<file path="config.mk">
export PLATFORM = sky130hd
export DESIGN_NAME = rfs_mac
export DESIGN_NICKNAME = d
export VERILOG_FILES = /design/src/hdl/rnn_forward_step_macros.svh /design/src/hdl/rfs_pkg.sv /design/src/hdl/rfs_mac.sv
export SDC_FILE = /design/constraint.sdc
export NUM_CORES = 2
export LEC_CHECK = 0
export BUFFER_PORTS_ARGS = -buffer_cell sky130_fd_sc_hd__buf_2
export CORE_MARGIN = 4
export CORE_UTILIZATION = 29
export DETAILED_ROUTE_END_ITERATION = 12
export PLACE_DENSITY = 0.48
export SYNTH_ARGS = -nofsm -noshare
export SYNTH_HDL_FRONTEND = slang
export SYNTH_SLANG_ARGS = --single-unit
</file>
<file path="constraint.sdc">
create_clock -name aclk -period 26 [get_ports aclk]
set_input_delay 3.9 -clock aclk [delete_from_list [all_inputs] [get_ports aclk]]
set_output_delay 3.9 -clock aclk [all_outputs]
set_load 0.1 [all_outputs]
</file>
<file path="src/hdl/rnn_forward_step_macros.svh">
// Assertion macros for the recurrent cell.
`ifndef RNN_FORWARD_STEP_MACROS_SVH
`define RNN_FORWARD_STEP_MACROS_SVH
`ifndef SYNTHESIS
`define RFS_ASSERT_IMP(label, clk, rst_n, ante, cons) \
    label: assert property (@(posedge clk) disable iff (!rst_n) (ante) |-> (cons)) \
    else $error("assertion failed");
`define RFS_ASSERT_NEXT(label, clk, rst_n, ante, cons) \
    label: assert property (@(posedge clk) disable iff (!rst_n) (ante) |=> (cons)) \
    else $error("assertion failed");
`else
`define RFS_ASSERT_IMP(label, clk, rst_n, ante, cons)
`define RFS_ASSERT_NEXT(label, clk, rst_n, ante, cons)
`endif
`endif

</file>
<file path="src/hdl/rfs_pkg.sv">
// Shared types, codes and activation functions of the recurrent cell.
package rfs_pkg;

    typedef enum logic [1:0] {
        ACT_WR_INPUT = 2'd0,
        ACT_WR_REC   = 2'd1,
        ACT_WR_OUT   = 2'd2,
        ACT_TOKEN    = 2'd3
    } action_t;

    typedef struct packed {
        logic [1:0]         action;
        logic [3:0]         row;
        logic [3:0]         col;
        logic signed [15:0] weight;
        logic [3:0]         token;
        logic               first;
    } in_word_t;

    typedef struct packed {
        logic [3:0]  out_index;
        logic [12:0] out_value;
        logic        last;
    } out_word_t;

    localparam int MAX_EMIT = 16;
    localparam logic signed [13:0] ONE_Q12 = 14'sd4096;

    // tanh magnitude on a Q.12 magnitude, saturating at 4.0
    function automatic logic [12:0] tanh_mag(input logic [47:0] a);
        logic [12:0] knot [0:16];
        logic [3:0]  seg;
        logic [9:0]  frac;
        logic [12:0] lo;
        logic [12:0] hi;
        logic [23:0] prod;
        knot = '{13'd0, 13'd1003, 13'd1893, 13'd2602, 13'd3119, 13'd3475, 13'd3707,
                 13'd3856, 13'd3949, 13'd4006, 13'd4041, 13'd4062, 13'd4076, 13'd4084,
                 13'd4089, 13'd4091, 13'd4096};
        seg  = a[13:10];
        frac = a[9:0];
        lo   = knot[seg];
        hi   = knot[{1'b0, seg} + 5'd1];
        prod = 24'(hi - lo) * 24'(frac) + 24'd512;
        if (a >= 48'd16384) begin
            tanh_mag = 13'd4096;
        end else begin
            tanh_mag = lo + 13'(prod >> 10);
        end
    endfunction

endpackage

</file>
<file path="src/hdl/rfs_mac.sv">
// Multiply-accumulate datapath with Q.12 rounding and activation.
module rfs_mac (
    input  logic               aclk,
    input  logic               clr,
    input  logic               acc_en,
    input  logic signed [15:0] a,
    input  logic signed [13:0] b,
    input  logic               bias_en,
    input  logic signed [15:0] bias,
    output logic signed [13:0] tanh_y,
    output logic [12:0]        sig_y
);
    logic signed [29:0] prod_reg;
    logic signed [29:0] prod_next;
    logic signed [47:0] acc_reg;
    logic signed [47:0] acc_next;
    logic signed [35:0] q12;
    logic [47:0]        mag;
    logic [12:0]        t_tanh;
    logic [12:0]        t_sig;

    // product then accumulate
    always_comb begin
        prod_next = a * b;
        acc_next  = acc_reg;
        if (clr) begin
            acc_next = '0;
        end else if (bias_en) begin
            acc_next = acc_reg + (48'(bias) <<< 12);
        end else if (acc_en) begin
            acc_next = acc_reg + 48'(prod_reg);
        end
    end

    always_ff @(posedge aclk) begin
        prod_reg <= prod_next;
        acc_reg  <= acc_next;
    end

    // rounding half up and activations
    always_comb begin
        q12    = 36'((acc_reg + 48'sd2048) >>> 12);
        mag    = q12[35] ? 48'(-q12) : 48'(q12);
        t_tanh = rfs_pkg::tanh_mag(mag);
        t_sig  = rfs_pkg::tanh_mag((mag + 48'd1) >> 1);
        tanh_y = q12[35] ? -$signed({1'b0, t_tanh}) : $signed({1'b0, t_tanh});
        if (q12[35]) begin
            sig_y = 13'((14'd4097 - {1'b0, t_sig}) >> 1);
        end else begin
            sig_y = 13'((14'd4097 + {1'b0, t_sig}) >> 1);
        end
    end
endmodule

</file>
==> impl_metrics.yaml <==
setup_path:
  ff2ff_path_depth: 16
  max_stage_delay_ns: 0.83
  end_kind: "primary output"
  cp.required_ns: 22.10
  path_delay_family: "adder cells"
  r2r_end: "acc_reg[42]"
  criticalPathCategory: "reg2out"
  cp_data_arrival_time_ns: 17.81
  rrSetupSlack_ns: 20.61
  cp-start-kind: "register"
  r2r_start: "prod_reg[0]"
  crit_top_cell: "o21ai_0"
  cp_max_fo: 74
  cp.buffers_inverters: 8
  cp_slowest_cell: "xnor2_1"
timing:
  final_hold_viol_count: 0
  min_period_ns: 21.71
  worst_pin_slew_ns: 1.160
  rsz0062_at_grt: "no"
  slew_headroom_pct: 22.12
  fmax_mhz: 46.06
  period_share_pct: 83.50
  setup_viol: 0
  fin_hold_ws_ns: 0.4554
  layout_setup_ws_ns: 4.291
  fin_skew_ns: 0.01287
  timing.final.max_slew_violations: 0
  tns_ns: 0
floorplan:
  fp.dieArea_um2: 116600
  core_um2: 110500
  fp.dieW_um: 341.4
  num_io_pins: 77
  rows: 122
  die_h_um: 341.4
  initial_core_util_pct: 29.17
outcome:
  status: "finished, final reports clean"
final_layout:
  multi_input_area_um2: 27860
  area.growth.synth_to_final_pct: 6.948
  largest_reg_flops: 48
  drive_gt1_share_pct: 4.921
  num-fill-cells: 12081
  final_nets: 4839
  seqCellArea_um2: 1562
clock_network:
  clock-sinks: 78
  cts.htree.levels: 3
  numCtsBuffers: 9
  clk_path_buf_depth: 2
  clkTransAtPathRegs_ns: 0.07
  cts_hold_buf: 0
  cts_tree: "done"
  clock_latency_ns: 0.36
  postCtsResizedCells: 0
  post-cts-setup-buffers: 0
  cts_root_buffer: "clkbuf_16"
logic_synthesis:
  synth-edff-count: 0
  synth-seq-cells: 78
  synth_top_family_by_area: "adder cells"
  yosys-top-cells-area: "fa_1 (29%), ha_1 (13%), inv_1 (7.0%), xnor2_1 (5.6%), dfxtp_1 (4.8%)"
  synth.top_cells.by_count: "inv_1 (598), fa_1 (465), nand2_1 (399)"
  synth_compound_gate_area_share_pct: 14.61
  synth.distinct_cells: 90
  synth_most_common_cell: "inv_1"
  seq_area_frac_synth_pct: 4.844
  netlist.area_leader.share_pct: 28.88
  synth.area.mux_share_pct: 0.5317
  synthSimpleGateAreaFrac_pct: 20.20
  yosysTopAreaCell: "fa_1"
  synthArstFlopShare_pct: 0
  postSynthCellCount: 4021
  synth_nets: 4882
  syn_area_um2: 32240
  yosys.area_share.adder_pct: 42.31
  synth_ff_type: "dfxtp_1"
  synth.avg_cell_area_um2: 8.017
  yosys_warnings: 0
  synthXorXnorAreaFrac_pct: 8.489
route:
  dr.pass1.iters: 5
  post-route-drc-count: 0
  via_per_inst: 4.903
  drt_iter0_drc: 1480
  antenna_left: 0
  routed_wl_mm: 92.27
  wl_per_cell_um: 16.86
  via_count: 26834
grt:
  antenna_found_initial: 2
  grt_pass1_vias: 26989
  grt_overflow: 0
  grt_pass1_wl_mm: 150.0
  grt_usage_pct: 15.85
  grt_max_degree: 74
job:
  drv_cap: 0
hold_path:
  hp-class: "reg2reg"
  hold_start: "acc_reg[9]"
  hold_path_depth: 2
  worstHoldEndpoint: "acc_reg[9]"
placement:
  place_ws_ns: 4.754
  detailed_place_hpwl_mm: 77.43
  numPortBuffers: 76
  routabilityCongestion: 0.8652
-- cells in the final DEF, fill, tap and decap left out, types with 26 or more instances in the layout --
cell      instances
a211oi_1         54
a21o_1           73
a21oi_1         192
a31oi_1          26
and2_1          114
and3_1           30
buf_2            76
buf_4            34
dfxtp_1          78
fa_1            465
ha_1            346
inv_1           598
nand2_1         399
nand2b_1         62
nand3_1          78
nand4_1          40
nor2_1          353
nor2b_1          42
nor3_1           66
nor4_1           31
o21a_1           26
o21ai_0         116
o21bai_1         27
or3_1            27
xnor2_1         202
xor2_1           99
-- stage by stage --
step,instances,area (um^2),utilization [%]
final,5473,34480,31.20
after global routing,5471,34470,31.19
after CTS,5471,34470,31.19
after detailed placement,5455,34160,30.91
after global placement,5455,34160,30.91
after floorplan,4021,32240,-
-- worst max-delay path by stage --
| stage | from | to | cells past startpoint |
|---|---|---|---|
| finish | acc_reg[12] | sig_y[10] | 60 |
| global route | acc_reg[12] | sig_y[10] | 60 |
| CTS | acc_reg[12] | sig_y[10] | 60 |
| detailed placement | acc_reg[12] | sig_y[10] | 60 |
| global placement | acc_reg[12] | sig_y[10] | 60 |
| floorplan | acc_reg[28] | sig_y[7] | 60 |
-- cell type report --
class / count / area share (%)
clock buffers: 10 / 0.6932
clock inverters: 6 / 0.1996
repair buffers: 110 / 1.844
flip-flops and latches: 78 / 4.529
multi-input cells: 3180 / 80.80
inverters: 599 / 6.522
diodes: 2 / 0.01452
well taps: 1488 / 5.400
-- logic make-up after synthesis --
group,after synthesis
AND/OR/NAND/NOR,1338
adder cells (fa/ha/maj),811
buffers and inverters,763
AO/OA/AOI/OAI,704
XOR/XNOR,310
flip-flops,78
multiplexers,17
-- tightest hold or removal path, stage by stage, from the launching register on --
cell and delay (ns):
dfxtp_1 0.31, nand2_1 0.05, a21oi_1 0.05
-- per-layer routing --
| metal | global-route usage, % | wire length [um] |
|---|---|---|
| met5 | 0 | 13 |
| met4 | 3.425 | 1695 |
| met3 | 0.8217 | 2364 |
| met2 | 27.99 | 45020 |
| met1 | 21.44 | 43180 |
Power is left out: the tool's default activity adds up to more than one toggle a clock period on the data nets, which glitch-free logic cannot reach.
